[src/rtl/rdc_pkg.sv]
// shared types and constants for the rst digital controller
// no dependencies; imported by rdc_ctrl, rdc_datapath and the top level
package rdc_pkg;

  localparam int MAX_ORDER   = 16;
  localparam int IDX_W       = $clog2(MAX_ORDER);
  localparam int SAMPLE_W    = 16;
  localparam int COEF_W      = 18;
  localparam int PROD_W      = COEF_W + SAMPLE_W;
  localparam int ACC_W       = 48;
  localparam int INV_W       = 24;
  localparam int SPLIT_W     = ACC_W / 2;
  localparam int FULL_W      = ACC_W + INV_W;
  localparam int SCALE_SHIFT = 28;
  localparam int U_W         = FULL_W - SCALE_SHIFT;
  localparam int ORDER_W     = 5;
  localparam int OP_W        = 3;
  localparam int CFG_IDX_W   = 3;
  localparam int CFG_DATA_W  = 24;

  // configuration register indexes
  localparam logic [CFG_IDX_W-1:0] CFG_LOWER   = 3'd0;
  localparam logic [CFG_IDX_W-1:0] CFG_UPPER   = 3'd1;
  localparam logic [CFG_IDX_W-1:0] CFG_INV     = 3'd2;
  localparam logic [CFG_IDX_W-1:0] CFG_R_ORDER = 3'd3;
  localparam logic [CFG_IDX_W-1:0] CFG_T_ORDER = 3'd4;
  localparam logic [CFG_IDX_W-1:0] CFG_S_ORDER = 3'd5;

  typedef enum logic [OP_W-1:0] {
    OP_SAMPLE = 3'd0,
    OP_LOAD_R = 3'd1,
    OP_LOAD_T = 3'd2,
    OP_LOAD_S = 3'd3,
    OP_CLEAR  = 3'd4
  } opcode_t;

  typedef enum logic [1:0] {
    TAP_T = 2'd0,
    TAP_R = 2'd1,
    TAP_S = 2'd2
  } tap_sel_t;

  typedef struct packed {
    logic             coef_wr;
    tap_sel_t         coef_sel;
    logic             hist_clr;
    logic             hist_push;
    logic             mac_en;
    tap_sel_t         mac_sel;
    logic [IDX_W-1:0] mac_idx;
    logic             scale_lo;
    logic             scale_hi;
    logic             scale_sum;
    logic             out_load;
    logic             out_err;
  } rdc_cmd_t;

  typedef struct packed {
    logic             bounds_bad;
    logic [IDX_W-1:0] t_last;
    logic [IDX_W-1:0] r_last;
    logic [IDX_W-1:0] s_last;
  } rdc_sts_t;

endpackage

[src/rtl/rdc_ctrl.sv]
// controller: decodes requests and sequences mac taps, scaling and output
// uses rdc_pkg; drives rdc_datapath through rdc_cmd_t
module rdc_ctrl (
  input  logic                          clk,
  input  logic                          rst_n,
  input  logic                          in_valid,
  output logic                          in_stall,
  input  logic [rdc_pkg::OP_W-1:0]      in_opcode,
  output logic                          out_valid,
  input  logic                          out_stall,
  input  rdc_pkg::rdc_sts_t             sts,
  output rdc_pkg::rdc_cmd_t             cmd
);
  import rdc_pkg::*;

  typedef enum logic [2:0] {
    S_IDLE,
    S_MAC,
    S_DRAIN,
    S_MUL_LO,
    S_MUL_HI,
    S_SUM,
    S_EMIT,
    S_ERR
  } state_t;

  state_t           state_r;
  tap_sel_t         phase_r;
  logic [IDX_W-1:0] idx_r;
  logic             out_valid_r;

  logic             accept;
  logic             slot_free;
  logic [IDX_W-1:0] phase_last;
  opcode_t          op;

  assign in_stall  = (state_r != S_IDLE);
  assign accept    = in_valid && !in_stall;
  assign slot_free = !out_valid_r || !out_stall;
  assign out_valid = out_valid_r;
  assign op        = opcode_t'(in_opcode);

  always_comb begin
    unique case (phase_r)
      TAP_T:   phase_last = sts.t_last;
      TAP_R:   phase_last = sts.r_last;
      TAP_S:   phase_last = sts.s_last;
      default: phase_last = '0;
    endcase
  end

  always_comb begin
    cmd          = '0;
    cmd.mac_sel  = phase_r;
    cmd.mac_idx  = idx_r;
    cmd.coef_sel = TAP_T;
    unique case (state_r)
      S_IDLE: begin
        if (accept) begin
          unique case (op)
            OP_SAMPLE: cmd.hist_push = !sts.bounds_bad;
            OP_LOAD_R: begin
              cmd.coef_wr  = 1'b1;
              cmd.coef_sel = TAP_R;
            end
            OP_LOAD_T: begin
              cmd.coef_wr  = 1'b1;
              cmd.coef_sel = TAP_T;
            end
            OP_LOAD_S: begin
              cmd.coef_wr  = 1'b1;
              cmd.coef_sel = TAP_S;
            end
            OP_CLEAR:  cmd.hist_clr = 1'b1;
            default: ;
          endcase
        end
      end
      S_MAC:    cmd.mac_en    = 1'b1;
      S_DRAIN: ;
      S_MUL_LO: cmd.scale_lo  = 1'b1;
      S_MUL_HI: cmd.scale_hi  = 1'b1;
      S_SUM:    cmd.scale_sum = 1'b1;
      S_EMIT:   cmd.out_load  = slot_free;
      S_ERR: begin
        cmd.out_load = slot_free;
        cmd.out_err  = 1'b1;
      end
      default: ;
    endcase
  end

  always_ff @(posedge clk) begin
    if (!rst_n) begin
      state_r     <= S_IDLE;
      phase_r     <= TAP_T;
      idx_r       <= '0;
      out_valid_r <= 1'b0;
    end else begin
      if (cmd.out_load) begin
        out_valid_r <= 1'b1;
      end else if (!out_stall) begin
        out_valid_r <= 1'b0;
      end
      unique case (state_r)
        S_IDLE: begin
          if (accept && op == OP_SAMPLE) begin
            phase_r <= TAP_T;
            idx_r   <= '0;
            state_r <= sts.bounds_bad ? S_ERR : S_MAC;
          end
        end
        S_MAC: begin
          if (idx_r == phase_last) begin
            idx_r <= '0;
            unique case (phase_r)
              TAP_T:   phase_r <= TAP_R;
              TAP_R:   phase_r <= TAP_S;
              default: state_r <= S_DRAIN;
            endcase
          end else begin
            idx_r <= idx_r + IDX_W'(1);
          end
        end
        // last product lands in the accumulator here
        S_DRAIN:  state_r <= S_MUL_LO;
        S_MUL_LO: state_r <= S_MUL_HI;
        S_MUL_HI: state_r <= S_SUM;
        S_SUM:    state_r <= S_EMIT;
        S_EMIT, S_ERR: begin
          if (slot_free) begin
            state_r <= S_IDLE;
          end
        end
        default: state_r <= S_IDLE;
      endcase
    end
  end

endmodule

[config.mk]
export PLATFORM = sky130hd
export DESIGN_NAME = rdc_ctrl
export DESIGN_NICKNAME = d
export VERILOG_FILES = /design/src/rtl/rdc_pkg.sv /design/src/rtl/rdc_ctrl.sv
export SDC_FILE = /design/constraint.sdc
export NUM_CORES = 1
export LEC_CHECK = 0
export ABC_CLOCK_PERIOD_IN_PS = 1700
export BUFFER_PORTS_ARGS = -buffer_cell sky130_fd_sc_hd__buf_2
export CAP_MARGIN = 15
export CORE_UTILIZATION = 45
export DETAILED_ROUTE_END_ITERATION = 8
export HOLD_SLACK_MARGIN = 0.1
export PLACE_DENSITY = 0.84
export SYNTH_ARGS = -nofsm -noshare
export SYNTH_HDL_FRONTEND = slang
export SYNTH_SLANG_ARGS = --single-unit
[constraint.sdc]
create_clock -name clk -period 1.7 [get_ports clk]
set_input_delay 0.085 -clock clk [delete_from_list [all_inputs] [get_ports clk]]
set_output_delay 0.085 -clock clk [all_outputs]
set_load 0.03 [all_outputs]
# Yosys cells after proc, flatten, opt, wreduce, memory -nomap -nowiden
# Cells that the tools add are included.
[totals]
reg_bits = 10
inputBits = 20
out_inout_bits = 19
elab_cells = 69
[op_classes]
addsub = 1
eq_ne = 20
muxes = 27
n_reduce_logical = 17
[op_table]
columns = ["op", "count"]
rows = [
  ["case mux 3 bit (7 select lines)", 1],
  ["equality test 3 bit, second input constant", 5],
  ["2-to-1 mux 3 bit", 5],
  ["equality test 3 x 2 -> 1 bit, second input constant", 4],
  ["case mux 4 bit (3 select lines)", 1],
  ["2-to-1 mux 1 bit", 10],
  ["2-to-1 mux 5 bit", 2],
  ["case mux 3 bit (3 select lines)", 1],
  ["2-to-1 mux 4 bit", 2],
  ["case mux 2 bit (2 select lines)", 2],
  ["case mux 4 bit (2 select lines)", 1],
  ["AND reduction 4 bit", 2],
  ["equality test 3 x 1 -> 1 bit, second input constant", 2],
  ["zero test 3 bit", 2],
  ["!= test 2 bit, second input constant", 3],
  ["adder 4 x 1 -> 4 bit, second input constant", 1],
  ["equality test 4 bit", 1],
  ["zero test 1 bit", 4],
  ["2-to-1 mux 2 bit", 2],
  ["!= test 2 x 1 -> 1 bit, second input constant", 2],
  ["OR reduction 2 bit", 2],
  ["!= test 3 x 1 -> 1 bit, second input constant", 1],
  ["nonzero test 3 bit", 1],
  ["equality test 2 x 1 -> 1 bit, second input constant", 1],
  ["6 further kinds", 7],
]

# Logic depth before layout (Yosys ltp)
[depth]
word_depth = 6
depth_mapped = 7

# Worst setup path after synthesis
# OpenSTA, ideal clock, no wires.
[synth_timing]
path_type = "register to register"
from = "reg phase_r[1]"
to = "reg phase_r[0]"
setup_time_ps = 79
arrival_ps = 1721
slack_ps = -100
stages_incl_launch_ff = 8
n_path_buf = 2
period_less_slack_ps = 1800
path_cell_list = "dfxtp_1 -> buf_6 -> buf_8 -> mux2i_4 -> nor3b_2 -> o22ai_2 -> or2_1 -> o211ai_1"
[synth_between]
elab_chain_cells = 5
word_cells_on_any_way = 11
cone_classes = "5 x eq/ne; 4 x mux; 2 x reduce/logical"
[synth_lines]
columns = ["item", "line", "text"]
rows = [
  ["from (decl)", "rdc_ctrl.sv:28", "tap_sel_t phase_r;"],
  ["from (signal assigned)", "rdc_ctrl.sv:96", "phase_r <= TAP_T;"],
  ["from (signal assigned)", "rdc_ctrl.sv:108", "phase_r <= TAP_T;"],
  ["from (signal assigned)", "rdc_ctrl.sv:117", "TAP_T: phase_r <= TAP_R;"],
  ["equality test 2 bit (tied with other cells)", "rdc_ctrl.sv:44", "unique case (phase_r)"],
  ["case mux 4 bit (3 select lines)", "rdc_ctrl.sv:44", ""],
  ["equality test 4 bit", "rdc_ctrl.sv:114", "if (idx_r == phase_last) begin"],
  ["!= test 2 bit (no line)", "-", ""],
  ["AND reduction 4 bit (no line)", "-", ""],
]
# Parallel ways exist; a longest one is shown, timed or not. The select of a mux whose other input is x is not followed.
# A chain may end at the register's enable or synchronous reset.

# Worst setup path in the final report
[layout_timing]
from = "reg phase_r[1]"
to = "reg phase_r[1]"
# Same word-level chain as after synthesis.

==> qor.txt <==
max-slew violation count: 0
Crit path required time: 1.86 ns
worst-path cell chain: mux2i_1 > o221ai_1 > o22ai_2 > buf_4 > nor3_1 > o211a_1
min Tclk post-route: 1.645 ns
cell count after synthesis: 121
Synth-to-Final Area Change: 41.54%
Avg WL per Cell: 13.94 um
Slew @ Worst Pin: 0.3874 ns
worst-case clock buffer depth: 2
EDFF count, synth: 0
RSZ-0062 raised after global routing: true
Hold Crit Start: out_stall
CTS buffer count: 3
final worst-path cycle share: 96.79%
worst reg2reg endpoint: phase_r[1]
CTS tree: done
Synth Flop Type: dfxtp_1
clk_skew: 0.002096 ns
largest net degree at the start of global routing: 22
Sinks on Clock Net: 10
Die H: 49.28 um
dpl cells: 186
Initial DRT Pass Iterations: 4
LEAKAGE: 0.6400 nW
Die Span X: 49.28 um
fin cells: 198
grt total ovfl: 0
Seq/Total Area, Yosys: 19.90%
Final Hold Vio Count: 0
initial antenna violation count: 0
Post-DRT Antenna Nets: 0
Yosys cell types: 45
via/cell ratio: 5.747
worst skew pair latency: 0.27 ns
Worst Reg2Reg Path Length in Cells: 6
CTS clk-pin slew, worst paths: 0.06 ns
Avg Cell Area, Syn: 8.314 um2
number of I/O pins: 39
Initial Util: 49.75%
die area: 2429 um2
R2R setup slack: 0.05 ns
post-synth net total: 142
total power: 1.664 mW
max incr delay on CP: 0.40 ns
Initial DRC Count: 23
power density cells: 1169 nW/um2
setup violators final: 0
Worst Setup Path Type: flip-flop to flip-flop
Hold WC Path Type: input pin to flip-flop
Post-Syn Area: 1006 um2
# hold bufs at CTS: 0
Worst setup EP type: flip-flop
Worst VDD drop: 0.0008061 V
cell family with most CP delay: compound AO/OA/AOI/OAI gates
Synth async-reset ratio: 0%
reg2reg start: phase_r[1]
H-tree depth: 1
DPL Wire Length: 1.822 mm
Ys Warns: 0
CP arrival: 1.81 ns
CP startpoint kind: flip-flop
Buffers on Ports: 38
# diodes: 0
core area: 2022 um2
residual DRC count: 0
via count: 1,138
first-pass GRT wire length: 4.146 mm
Nets: 193
share of layout cells above drive strength 1: 47.37%
Yosys reg bits: 10
Core Rows: 16
post-route cell area: 1424 um2
total track usage: 21.63%
Fmax: 607.7 MHz
CP Buf/Inv Count: 1
Worst Path Max Fanout: 8
final wirelength: 2.760 mm
placed cell area: 1240 um2
Max-cap violations: 0
cell at the slowest stage of the critical path: dfxtp_4
vias in the first global route: 1,015
Root Buffer: clkbuf_4
end of the worst hold path: out_valid
status: finished clean
RD Place Congestion: 0.8044
hold-critical path depth: 3
headroom to the max-slew limit: 74.08%
==> worst max path at each step <==
stage | start | to | slack (ns) | cells past startpoint
2_1_floorplan | phase_r[1] | phase_r[0] | 0.009 | 7
3_3_place_gp | phase_r[1] | state_r[1] | 0.09 | 5
3_5_place_dp | phase_r[1] | phase_r[0] | -0.03 | 5
4_1_cts | phase_r[1] | phase_r[0] | 0.01 | 5
5_1_grt | state_r[2] | state_r[0] | -0.05 | 5
6_report | phase_r[1] | phase_r[1] | 0.05 | 6
==> Yosys cell counts (all sizes together), types with 3 or more instances <==
master	number	area, um2
nand2b	11	68.82
dfxtp	10	200.2
nand3	10	50.05
nor2	9	33.78
a21boi	6	45.04
nand2	6	22.52
nor3b	6	55.05
o221ai	6	58.80
buf	5	41.28
nand4b	5	58.80
nor2b	5	31.28
and2b	4	30.03
mux2i	4	52.55
clkbuf	3	11.26
==> cells by family (layout without fill, tap and decap cells) <==
kind of cell / count (synthesis) / count (layout) / share of synthesized area (%)
fa+ha+maj: 1 / 1 / 1.244
flops: 10 / 10 / 19.90
simple gates: 67 / 67 / 43.28
buf+inv: 10 / 60 / 5.968
mux: 5 / 5 / 6.343
compound gates: 28 / 28 / 23.26
==> where the power goes <==
part	total (mW)	switching (mW)	internal [mW]	leakage [nW]
combinational	1.07	0.612	0.454	0.535
sequential	0.381	0.0908	0.290	0.0842
clock	0.217	0.0867	0.130	0.0210
==> registers in the layout, summed over array words and instances (netlist names) <==
name / count
idx_r: 4
state_r: 3
phase_r: 2
out_valid: 1
==> cell type report <==
class | count | area [um2]
Clock buffer | 4 | 36.28
Inverter | 2 | 7.507
Tap cell | 27 | 33.78
Sequential cell | 10 | 214.0
Fill cell | 164 | 598.1
Multi-Input combinational cell | 101 | 798.3
Timing Repair Buffer | 54 | 334.1
==> tightest hold or removal path: stages <==
cell,delay (ns)
buf_2,0.11
nand2_1,0.07
a21boi_0,0.07
==> layout by cell type (no fill, tap or decap), types with 5 or more instances in the layout <==
cell type / count
nor2_1: 9
buf_4: 16
buf_2: 33
clkbuf_4: 5
nand3_1: 10
nand2b_1: 11
nand2_1: 6
dfxtp_1: 5
==> through the flow <==
step	util (%)	hold WS, ns	worst slack [ns]	setup TNS [ns]
2_1_floorplan	-	0.2497	0.009413	0
3_3_place_gp	61.32	0.3865	0.09305	0
3_5_place_dp	61.32	0.4063	-0.02774	-0.05853
4_1_cts	63.49	0.1204	0.01298	0
5_1_grt	70.42	0.1217	-0.04844	-0.2178
6_report	70.42	0.1195	0.05455	0
==> metal layers <==
layer / vias up / GRT usage [%] / routed length [um]
met1: 530 / 23.56 / 1115
met3: 7 / 4.673 / 141
met2: 47 / 39.04 / 1451
li1: 554 / - / -
met5: - / 0 / 0
met4: 0 / 10.29 / 51
==> timing repair <==
| item | 4_1_cts | 5_1_grt |
|---|---|---|
| setup endpoints to repair | 6 | 10 |
| setup buffers | 0 | 8 |
| pin swaps | 3 | 4 |
| resized for setup | 2 | 29 |
Power figures use the tool's default switching activity.
